<file path="src/design/vision_frame_receiver_unit_macros.svh">
// assertion macros for the vision frame receiver
`ifndef VISION_FRAME_RECEIVER_UNIT_MACROS_SVH
`define VISION_FRAME_RECEIVER_UNIT_MACROS_SVH

`ifndef SYNTHESIS

// same-cycle implication, disabled in reset
`define VFR_ASSERT_IMPLY(label, clk, rstn, ante, cons) \
    label: assert property (@(posedge clk) disable iff (!(rstn)) (ante) |-> (cons)) \
        else $error("vfr assertion failed");

// next-cycle implication, disabled in reset
`define VFR_ASSERT_NEXT(label, clk, rstn, ante, cons) \
    label: assert property (@(posedge clk) disable iff (!(rstn)) (ante) |=> (cons)) \
        else $error("vfr assertion failed");

`else

`define VFR_ASSERT_IMPLY(label, clk, rstn, ante, cons)
`define VFR_ASSERT_NEXT(label, clk, rstn, ante, cons)

`endif

`endif

</file>
<file path="src/design/vfr_pkg.sv">
// shared constants and types of the vision frame receiver
`default_nettype none

package vfr_pkg;

    localparam int FRAC_BITS  = 16;
    localparam int DIST_FRAC  = 16;
    localparam int FRAME_LEN  = 16;
    localparam int IDX_W      = $clog2(FRAME_LEN);
    localparam int CNT_W      = IDX_W + 1;
    localparam int ANG_W      = 24;
    localparam int LIM_W      = 23;
    localparam int OUT_ANG_W  = 22;
    localparam int DIST_W     = 32;
    localparam int CFG_IDX_W  = 2;
    localparam int CFG_DATA_W = 24;
    localparam int S_TDATA_W  = 8;
    localparam int M_TDATA_W  = 128;
    localparam int SHIFT_BIAS = FRAC_BITS - 150;

    localparam logic [7:0] HDR_BYTE = 8'h66;
    localparam logic [7:0] TRL_BYTE = 8'h88;

    localparam logic OP_BYTE = 1'b0;
    localparam logic OP_IDLE = 1'b1;

    localparam logic [CFG_IDX_W-1:0] REG_ANGLE_LOW   = 2'd0;
    localparam logic [CFG_IDX_W-1:0] REG_ANGLE_HIGH  = 2'd1;
    localparam logic [CFG_IDX_W-1:0] REG_YAW_LIMIT   = 2'd2;
    localparam logic [CFG_IDX_W-1:0] REG_PITCH_LIMIT = 2'd3;

    localparam logic signed [ANG_W-1:0] ANGLE_LOW_RST   = ANG_W'(-327680);
    localparam logic signed [ANG_W-1:0] ANGLE_HIGH_RST  = ANG_W'(1638400);
    localparam logic [LIM_W-1:0]        YAW_LIMIT_RST   = LIM_W'(65536);
    localparam logic [LIM_W-1:0]        PITCH_LIMIT_RST = LIM_W'(98304);

    typedef logic [FRAME_LEN-1:0][7:0] frame_t;

    typedef struct packed {
        logic       wr;
        logic       clr;
        logic [7:0] data;
    } store_ctl_t;

    typedef struct packed {
        logic [2:0]                   pad;
        logic                         tracking;
        logic [7:0]                   mount_mode;
        logic [15:0]                  slide_rate;
        logic [DIST_W-1:0]            range_q16;
        logic [OUT_ANG_W-1:0]         pitch_angle;
        logic [OUT_ANG_W-1:0]         yaw_angle;
        logic [15:0]                  fire_word;
        logic [7:0]                   seq_id;
    } result_t;

endpackage

`default_nettype wire

</file>
<file path="src/design/vfr_frame_store.sv">
// byte store and fill count of the current frame
`default_nettype none

module vfr_frame_store (
    input  logic                aclk,
    input  logic                aresetn,
    input  vfr_pkg::store_ctl_t ctl,
    output vfr_pkg::frame_t     frame
);
    import vfr_pkg::*;

    frame_t           frame_reg, frame_next;
    logic [CNT_W-1:0] count_reg, count_next;

    always_comb begin
        frame_next = frame_reg;
        count_next = count_reg;
        if (ctl.clr) begin
            frame_next = '0;
            count_next = '0;
        end else if (ctl.wr && count_reg < CNT_W'(FRAME_LEN)) begin
            frame_next[count_reg[IDX_W-1:0]] = ctl.data;
            count_next = count_reg + 1'b1;
        end
    end

    always_ff @(posedge aclk) begin
        if (!aresetn) begin
            frame_reg <= '0;
            count_reg <= '0;
        end else begin
            frame_reg <= frame_next;
            count_reg <= count_next;
        end
    end

    assign frame = frame_reg;

endmodule

`default_nettype wire

</file>
<file path="src/design/vfr_angle_update.sv">
// float to fixed conversion, window check and step clamp of one angle
`default_nettype none

module vfr_angle_update (
    input  logic signed [vfr_pkg::ANG_W-1:0] old_angle,
    input  logic [31:0]                      float_bits,
    input  logic [vfr_pkg::LIM_W-1:0]        step_limit,
    input  logic signed [vfr_pkg::ANG_W-1:0] angle_low,
    input  logic signed [vfr_pkg::ANG_W-1:0] angle_high,
    output logic signed [vfr_pkg::ANG_W-1:0] new_angle
);
    import vfr_pkg::*;

    localparam logic signed [9:0]     SHIFT_B = 10'(SHIFT_BIAS);
    localparam logic [ANG_W-1:0]      MAG_SAT = ANG_W'(1) << (ANG_W - 1);
    localparam logic signed [ANG_W-1:0] ANG_MAX = MAG_SAT - 1'b1;

    logic                      sgn;
    logic [7:0]                ex;
    logic [22:0]               man;
    logic [23:0]               sig;
    logic signed [9:0]         sh;
    logic signed [9:0]         rs;
    logic [ANG_W-1:0]          mag;
    logic [ANG_W:0]            neg;
    logic                      is_nan;
    logic signed [ANG_W-1:0]   cand;
    logic signed [ANG_W:0]     err;
    logic signed [ANG_W:0]     lim;

    always_comb begin
        sgn    = float_bits[31];
        ex     = float_bits[30:23];
        man    = float_bits[22:0];
        sig    = {1'b1, man};
        sh     = $signed({2'b00, ex}) + SHIFT_B;
        rs     = -sh;
        is_nan = 1'b0;
        if (ex == 8'hFF) begin
            is_nan = (man != '0);
            mag    = MAG_SAT;
        end else if (ex == 8'h00) begin
            mag = '0;
        end else if (!sh[9]) begin
            mag = (sh == 10'sd0 && sig <= MAG_SAT) ? sig : MAG_SAT;
        end else if (rs >= 10'sd24) begin
            mag = '0;
        end else begin
            mag = sig >> rs[4:0];
        end

        neg = (ANG_W+1)'(0) - {1'b0, mag};
        if (sgn) begin
            cand = neg[ANG_W-1:0];
        end else begin
            cand = (mag == MAG_SAT) ? ANG_MAX : mag;
        end

        if (is_nan) begin
            cand = old_angle;
        end
        if (cand <= angle_low || cand >= angle_high) begin
            cand = old_angle;
        end

        err = {cand[ANG_W-1], cand} - {old_angle[ANG_W-1], old_angle};
        lim = $signed({2'b00, step_limit});
        if (err > lim) begin
            err = lim;
        end else if (err < -lim) begin
            err = -lim;
        end
        new_angle = old_angle + err[ANG_W-1:0];
    end

endmodule

`default_nettype wire

</file>
<file path="src/design/vision_frame_receiver_unit.sv">
// top level of the vision frame receiver: input register, decode, result register
//
// channel   dir  tdata                         tuser
// s_        in   [7:0] data_byte               [0] operation
// m_        out  see m_tdata port comment      none
// cfg_      in   cfg_wdata [23:0]              none (cfg_index [1:0])
//
// one transaction per cycle on the input while no idle one waits; a good idle one sets m_tvalid
// the input register and the result register are the only pipeline stages
// reset clears the frame store, the fill count, the angle and distance state and the
// handshake registers, and loads the configuration reset values
// while m_tready is low a pending result holds; byte transactions still pass,
// an idle transaction waits in the input register until the result slot frees
`default_nettype none

`include "vision_frame_receiver_unit_macros.svh"

module vision_frame_receiver_unit (
    input  logic                                aclk,
    input  logic                                aresetn,
    input  logic                                s_tvalid,
    output logic                                s_tready,
    input  logic [vfr_pkg::S_TDATA_W-1:0]       s_tdata,   // [7:0] data_byte
    input  logic                                s_tuser,   // [0] operation
    output logic                                m_tvalid,
    input  logic                                m_tready,
    // [7:0] seq_id, [23:8] fire_word, [45:24] yaw_angle, [67:46] pitch_angle,
    // [99:68] range_q16, [115:100] slide_rate, [123:116] mount_mode,
    // [124] tracking, [127:125] zero
    output logic [vfr_pkg::M_TDATA_W-1:0]       m_tdata,
    input  logic                                cfg_we,
    input  logic [vfr_pkg::CFG_IDX_W-1:0]       cfg_index,
    input  logic [vfr_pkg::CFG_DATA_W-1:0]      cfg_wdata
);
    import vfr_pkg::*;

    logic                    in_valid_reg, in_valid_next;
    logic                    in_op_reg;
    logic [7:0]              in_byte_reg;

    logic signed [ANG_W-1:0] angle_low_reg, angle_high_reg;
    logic [LIM_W-1:0]        yaw_limit_reg, pitch_limit_reg;

    logic signed [ANG_W-1:0] yaw_reg, pitch_reg;
    logic [DIST_W-1:0]       dist_reg;

    logic                    m_valid_reg, m_valid_next;
    result_t                 res_reg, res_next;

    logic                    advance;
    logic                    load;
    logic                    frame_ok;
    store_ctl_t              store_ctl;
    frame_t                  frame;
    logic [15:0]             shoot;
    logic [DIST_W-1:0]       newd;
    logic [DIST_W+1:0]       dist_sum;
    logic [DIST_W-1:0]       dist_new;
    logic signed [ANG_W-1:0] yaw_new, pitch_new;

    assign advance  = in_valid_reg && (in_op_reg == OP_BYTE || !m_valid_reg || m_tready);
    assign s_tready = !in_valid_reg || advance;
    assign frame_ok = (frame[0] == HDR_BYTE) && (frame[FRAME_LEN-1] == TRL_BYTE);
    assign load     = advance && in_op_reg == OP_IDLE && frame_ok;

    assign store_ctl.wr   = advance && in_op_reg == OP_BYTE;
    assign store_ctl.clr  = advance && in_op_reg == OP_IDLE;
    assign store_ctl.data = in_byte_reg;

    vfr_frame_store u_store (
        .aclk    (aclk),
        .aresetn (aresetn),
        .ctl     (store_ctl),
        .frame   (frame)
    );

    vfr_angle_update u_yaw (
        .old_angle  (yaw_reg),
        .float_bits ({frame[7], frame[6], frame[5], frame[4]}),
        .step_limit (yaw_limit_reg),
        .angle_low  (angle_low_reg),
        .angle_high (angle_high_reg),
        .new_angle  (yaw_new)
    );

    vfr_angle_update u_pitch (
        .old_angle  (pitch_reg),
        .float_bits ({frame[11], frame[10], frame[9], frame[8]}),
        .step_limit (pitch_limit_reg),
        .angle_low  (angle_low_reg),
        .angle_high (angle_high_reg),
        .new_angle  (pitch_new)
    );

    // distance smoothing: (3 * new + old) / 4
    assign shoot    = {frame[3], frame[2]};
    assign newd     = {shoot, {DIST_FRAC{1'b0}}};
    assign dist_sum = {2'b00, newd} + {1'b0, newd, 1'b0} + {2'b00, dist_reg};
    assign dist_new = dist_sum[DIST_W+1:2];

    always_comb begin
        res_next.pad         = '0;
        res_next.seq_id      = frame[1];
        res_next.fire_word   = shoot;
        res_next.yaw_angle   = yaw_new[OUT_ANG_W-1:0];
        res_next.pitch_angle = pitch_new[OUT_ANG_W-1:0];
        res_next.range_q16   = dist_new;
        res_next.slide_rate  = {frame[12], frame[13]};
        res_next.mount_mode  = frame[14];
        res_next.tracking    = (yaw_new != yaw_reg) && (pitch_new != pitch_reg)
                               && (dist_new != '0);
    end

    always_comb begin
        in_valid_next = in_valid_reg;
        if (s_tvalid && s_tready) begin
            in_valid_next = 1'b1;
        end else if (advance) begin
            in_valid_next = 1'b0;
        end
        m_valid_next = m_valid_reg;
        if (load) begin
            m_valid_next = 1'b1;
        end else if (m_tready) begin
            m_valid_next = 1'b0;
        end
    end

    always_ff @(posedge aclk) begin
        if (!aresetn) begin
            in_valid_reg    <= 1'b0;
            m_valid_reg     <= 1'b0;
            yaw_reg         <= '0;
            pitch_reg       <= '0;
            dist_reg        <= '0;
            angle_low_reg   <= ANGLE_LOW_RST;
            angle_high_reg  <= ANGLE_HIGH_RST;
            yaw_limit_reg   <= YAW_LIMIT_RST;
            pitch_limit_reg <= PITCH_LIMIT_RST;
        end else begin
            in_valid_reg <= in_valid_next;
            m_valid_reg  <= m_valid_next;
            if (load) begin
                yaw_reg   <= yaw_new;
                pitch_reg <= pitch_new;
                dist_reg  <= dist_new;
            end
            if (cfg_we) begin
                case (cfg_index)
                    REG_ANGLE_LOW:   angle_low_reg   <= cfg_wdata;
                    REG_ANGLE_HIGH:  angle_high_reg  <= cfg_wdata;
                    REG_YAW_LIMIT:   yaw_limit_reg   <= cfg_wdata[LIM_W-1:0];
                    REG_PITCH_LIMIT: pitch_limit_reg <= cfg_wdata[LIM_W-1:0];
                    default: begin
                    end
                endcase
            end
        end
    end

    always_ff @(posedge aclk) begin
        if (s_tvalid && s_tready) begin
            in_op_reg   <= s_tuser;
            in_byte_reg <= s_tdata;
        end
        if (load) begin
            res_reg <= res_next;
        end
    end

    assign m_tvalid = m_valid_reg;
    assign m_tdata  = res_reg;

    // an idle transaction leaves an empty store behind
    `VFR_ASSERT_NEXT(a_store_cleared, aclk, aresetn, store_ctl.clr, frame == '0)
    // a good frame always shows up as a result
    `VFR_ASSERT_NEXT(a_frame_loads, aclk, aresetn, load, m_tvalid)
    // a waiting input transaction is never dropped
    `VFR_ASSERT_NEXT(a_input_kept, aclk, aresetn, in_valid_reg && !advance, in_valid_reg)
    // tracking needs a nonzero distance
    `VFR_ASSERT_IMPLY(a_track_dist, aclk, aresetn, m_tvalid && res_reg.tracking, |res_reg.range_q16)

endmodule

`default_nettype wire

</file>
<file path="config.mk">
export PLATFORM = sky130hd
export DESIGN_NAME = vision_frame_receiver_unit
export DESIGN_NICKNAME = d
export VERILOG_FILES = /design/src/design/vfr_pkg.sv /design/src/design/vfr_frame_store.sv /design/src/design/vfr_angle_update.sv /design/src/design/vision_frame_receiver_unit.sv
export VERILOG_INCLUDE_DIRS = /design/src /design/src/design
export SDC_FILE = /design/constraint.sdc
export NUM_CORES = 2
export LEC_CHECK = 0
export BUFFER_PORTS_ARGS = -buffer_cell sky130_fd_sc_hd__clkbuf_2
export CAP_MARGIN = 20
export CORE_MARGIN = 10
export CORE_UTILIZATION = 35
export CTS_CLUSTER_SIZE = 10
export DETAILED_ROUTE_END_ITERATION = 12
export GPL_TIMING_DRIVEN = 0
export REMOVE_ABC_BUFFERS = 1
export SYNTH_ARGS = -nofsm -noshare
export SYNTH_HDL_FRONTEND = slang
export SYNTH_SLANG_ARGS = --single-unit
</file>
<file path="constraint.sdc">
create_clock -name aclk -period 17.7 [get_ports aclk]
set_clock_uncertainty 0.2 [all_clocks]
set_input_delay 3.54 -clock aclk [delete_from_list [all_inputs] [get_ports aclk]]
set_output_delay 3.54 -clock aclk [all_outputs]
set_load 0.01 [all_outputs]
</file>
# == Yosys cells after proc, flatten, opt, wreduce, memory -nomap -nowiden ==
# Index checks and enable logic that the tools add are counted.
# classes
add_sub_neg,15
order_cmp,15
n_eq_ne,11
shift,2
n_mux,31
bitwise_logic,2
n_reduce_logical,34
# op_table
cell,n
$mux W24,20
$bwmux W128,1
$gt A25 B24 Y1,2
$lt A25 B25 Y1,2
$neg A23 Y25,2
$sub A24 B24 Y25,2
$add A24 B24 Y24,2
$eq A24 B24 Y1 const B,2
$ge A24 B24 Y1,2
$le A24 B24 Y1,2
$le A24 B24 Y1 const B,2
$ne A24 B24 Y1,2
$shr A24 B5 Y24,2
$sub A1 B24 Y24 const A,2
$mux W23,2
$reduce_bool A23 Y1,2
$add A32 B33 Y34,1
$add A34 B32 Y34,1
$demux W8 S4,1
$reduce_bool A32 Y1,1
$eq A8 B8 Y1 const B,3
$add A9 B9 Y10 const B,2
$ge A10 B6 Y1 const B,2
$logic_not A10 Y1,2
19 further kinds,48
# word_totals
reg_bits,443
input_bits,40
elab_cells,146

# == Logic depth before layout (Yosys ltp) ==
# depth
ltp_word,22
depth_mapped,79
depth_no_buf,69

# == Hierarchy ==
# Synthesis repeated with hierarchy kept, for this count alone.
# hier_totals
hier_cells,4083
area_unflattened_um2,34695.8
# modules_own_cells
mod,instances,cells_each,area_each_um2,seq_area_each_um2
vision_frame_receiver_unit,1,1108,11778.8,7507.2
vfr_angle_update at u_yaw,1,1262,9017.4,0.0
vfr_angle_update at u_pitch,1,1246,8964.8,0.0
vfr_frame_store,1,467,4934.7,2662.6

# == Worst setup path before layout ==
# No wires, ideal clock.
# synth_path
path_kind,register -> register
start,register u_store.frame_reg (netlist bit u_store.frame[55])
end,register res_reg (netlist bit m_tdata[124]) (data pin)
setup_time_ps,180
arrival_time_ps,14860
required_ps,17320
slack_ps,2460
path_stages_with_launch,68
path_buffers,10
synth_period_minus_slack_ps,15240
path_cell_list,dfxtp_1 buf_4 buf_4 inv_1 ha_1 ha_1 clkbuf_1 buf_1 clkbuf_1 clkbuf_1 mux4_2 nor4_1 a31oi_1 nor3_2 a31oi_1 nor2_2 nor2_1 a221oi_1 [... 32 more ...] nor3_1 clkbuf_1 clkbuf_1 o21ai_0 a21oi_1 ha_1 a21o_1 nor3_1 a21oi_1 a21o_1 a311oi_1 nand2b_1 a21oi_1 or2_2 o41a_1 xnor2_1 o2111a_1 a221oi_1
# synth_lines
element,line,text
"start, declared",vfr_frame_store.sv:12,"frame_t frame_reg, frame_next;"
"start signal, assigned",vfr_frame_store.sv:32,frame_reg <= frame_next;
"end signal, assigned",vision_frame_receiver_unit.sv:167,res_reg <= res_next;
"end, declared",vision_frame_receiver_unit.sv:48,"result_t res_reg, res_next;"

==> impl_metrics.ini <==
[floorplanning]
start_util = 0.351
io_pins = 170
chipHeight_um = 331
num_rows = 114
dieArea_um2 = 110000
placeableCoreArea_um2 = 96400
die_x_um = 331

[detailed_routing]
ant_nets = 0
via_per_inst = 5.45
vias = 29700
drc = 0
firstDrtPassIters = 5
routedWlPerCell_um = 19.1
drt_iter0_drc = 2334
drt-total-wl_um = 104000

[final_layout]
final_cell_count_no_fill = 5450
fillerInstances = 9757
syn2layout_area_growth_pct = 13.8
drive_gt1_frac = 0.121
final_area_um2 = 38500
largest_reg_flops = 128
nNetsFinal = 4509

[power]
peakVddDrop_mv = 0.0883
power_density_nw_per_um2 = 81.4
leakage_nw = 16.2

[placed_design]
placed_area_um2 = 36000
dpl.hpwl_um = 76100
io_buffers = 166
dp_cells = 5304
routabilityCongestion = 0.913

[timing]
final-hold-violation-count = 0
clock.fmax_mhz = 58.8
post-route-min-period_ps = 17010
finalSetupTns_ps = 0
finalCritPeriodShare = 0.961
timing.hold.ws_ps = 229
rsz0062_at_grt = no
final-max-slew-violation-count = 0
tightest_slew_ps = 1090
relSlewSlack = 0.269
setup_viol = 0

[cts]
numCtsBuffers = 55
cts_tree = yes
clock-sinks = 441
h-tree-depth = 2
cts_root_buf = clkbuf_16
clk_latency_ps = 680
max-clock-path-buffers = 3
hold_buffers = 0
clk_pin_slew_worst_paths_ps = 60

[worst_setup_path]
startpoint = u_store.frame[88]
crit_type = reg2reg
critPathArrivalTime_ps = 17190
cp_slowest_cell = or4_1
slowest_delay_ps = 550
crit_top_cell = ha_1
cp-start-kind = register
cp_max_fo = 20
crit_required_ps = 17880
r2r_start = u_store.frame[88]
crit_path_end_kind = register

[global_route]
antenna_found_initial = 10
grt_max_degree = 105
grt_pass1_vias = 27900
grt_pass1_wl_um = 160000
grt_overflow = 0
track_usage = 0.182

[synthesis]
synth_xor_area_frac = 0.0564
ys_seq_area_frac = 0.300
avgSynthCellArea_um2 = 8.39
synth_area_um2 = 33900
ys_ff_latch = 441
synth-edff-count = 134
synth-main-ff-cell = dfxtp_1
muxShareOfSynthArea = 0.0981
syn_inst = 4038
synthDistinctLibCells = 104
synth-compound-area-share = 0.179
ys_warn_count = 0
synthAdderAreaFrac = 0.131
synth_top_family_by_area = simple AND/OR/NAND/NOR gates
synth-async-reset-ratio = 0
synth-simple-area-share = 0.188

[hold_path]
hold_path.class = reg2reg
min_from = u_store.frame[14]

[run]
drv_cap = 0

[run_status]
status = completed
==> critical path, delay by kind of cell (launching register included) <==
kind,cells,cell delay (ps)
multiplexers,3,770
XOR/XNOR,2,330
AO/OA/AOI/OAI,25,6350
flip-flops,1,500
AND/OR/NAND/NOR,21,5810
buffers and inverters,3,560
adder cells (fa/ha/maj),7,2170
==> per-stage QoR <==
| step | setup WS (ps) | total power [mW] | util |
|---|---|---|---|
| finish | 689 | 3.14 | 0.400 |
| global route | 34.4 | 3.31 | 0.400 |
| CTS | 15.5 | 3.12 | 0.394 |
| detailed placement | -2990 | 1.97 | 0.373 |
| global placement | -7260 | 1.94 | 0.368 |
| floorplan | -350 | 1.72 | - |
==> synthesized netlist by cell type (15+ instances only) <==
cell	instances	area share
nand2b_1	36	0.0066
xor2_1	46	0.012
or3_1	26	0.0048
dfxtp_1	307	0.18
buf_1	15	0.0017
buf_2	17	0.0025
nand2_1	553	0.061
nor3_1	72	0.011
a31oi_1	38	0.0070
nand4_1	56	0.010
clkbuf_1	158	0.018
and3_1	20	0.0037
o21ai_0	217	0.032
a21oi_1	391	0.058
nand3_1	82	0.012
ha_1	321	0.12
mux4_2	54	0.036
fa_1	20	0.012
xnor2_1	153	0.040
inv_1	204	0.023
mux2i_1	171	0.051
mux2_2	34	0.011
a211oi_1	43	0.0095
edfxtp_1	134	0.12
or4_1	15	0.0033
o21bai_1	17	0.0038
o31ai_1	16	0.0035
o211ai_1	38	0.0084
nor2_1	346	0.038
a21o_1	71	0.016
nor2b_1	54	0.010
o21a_1	33	0.0073
nor4_1	39	0.0072
==> report_power, final <==
part / leakage [nW] / switching (mW) / internal [mW]
Combinational: 11.6 / 0.580 / 0.366
Sequential: 3.74 / 0.0203 / 1.06
Clock: 0.839 / 0.474 / 0.636
Total: 16.2 / 1.07 / 2.06
==> area by class of cell <==
class | instances | area (µm²) | area share
Antenna cell | 3 | 7.51 | 0.000195
Clock buffer | 88 | 1560 | 0.0405
Clock inverter | 12 | 196 | 0.00510
Inverter | 207 | 796 | 0.0206
Multi-Input combinational cell | 3197 | 22700 | 0.588
Sequential cell | 441 | 10200 | 0.264
Tap cell | 1276 | 1600 | 0.0414
Timing Repair Buffer | 225 | 1540 | 0.0401
Timing Repair inverter | 1 | 5.00 | 0.000130
==> metal layers <==
metal / wire, µm / GRT usage / part of all wire
met2: 45500 / 0.280 / 0.44
met5: 109 / 0 / 0.0010
met3: 8180 / 0.0503 / 0.079
met4: 2810 / 0.0551 / 0.027
met1: 47300 / 0.245 / 0.46
==> logic make-up (layout without fill, tap and decap cells) <==
logic type	count (synthesis)	count (layout)
multiplexers	260	260
other	1	6
AND/OR/NAND/NOR	1383	1385
flip-flops	441	441
buffers and inverters	407	533
adder cells (fa/ha/maj)	344	344
AO/OA/AOI/OAI	995	998
XOR/XNOR	207	207
==> path summary, 6_finish.rpt <==
check / depth (start not counted) / slack, ps / end
worst max-delay path: 61 / 690 / m_tdata[124]
worst min-delay path: 0 / 230 / m_tdata[6]
worst max register to register: 61 / 690 / m_tdata[124]
worst min register to register: 0 / 230 / m_tdata[6]
==> cell usage in the layout, fill, tap and decap left out, drive strengths merged, types with 84 or more instances in the layout <==
master / n
nand2: 554
a21oi: 391
nor2: 347
ha: 321
dfxtp: 307
clkbuf: 257
o21ai: 222
inv: 207
mux2i: 172
xnor2: 155
edfxtp: 134
nand3: 84
==> timing repair <==
item                       CTS  global route
cloned                       5             1
pin swaps                    3            13
resized for setup           35            49
setup buffers                4            29
setup endpoints to repair   49             6
No activity file was read; power rests on OpenSTA's default activity.
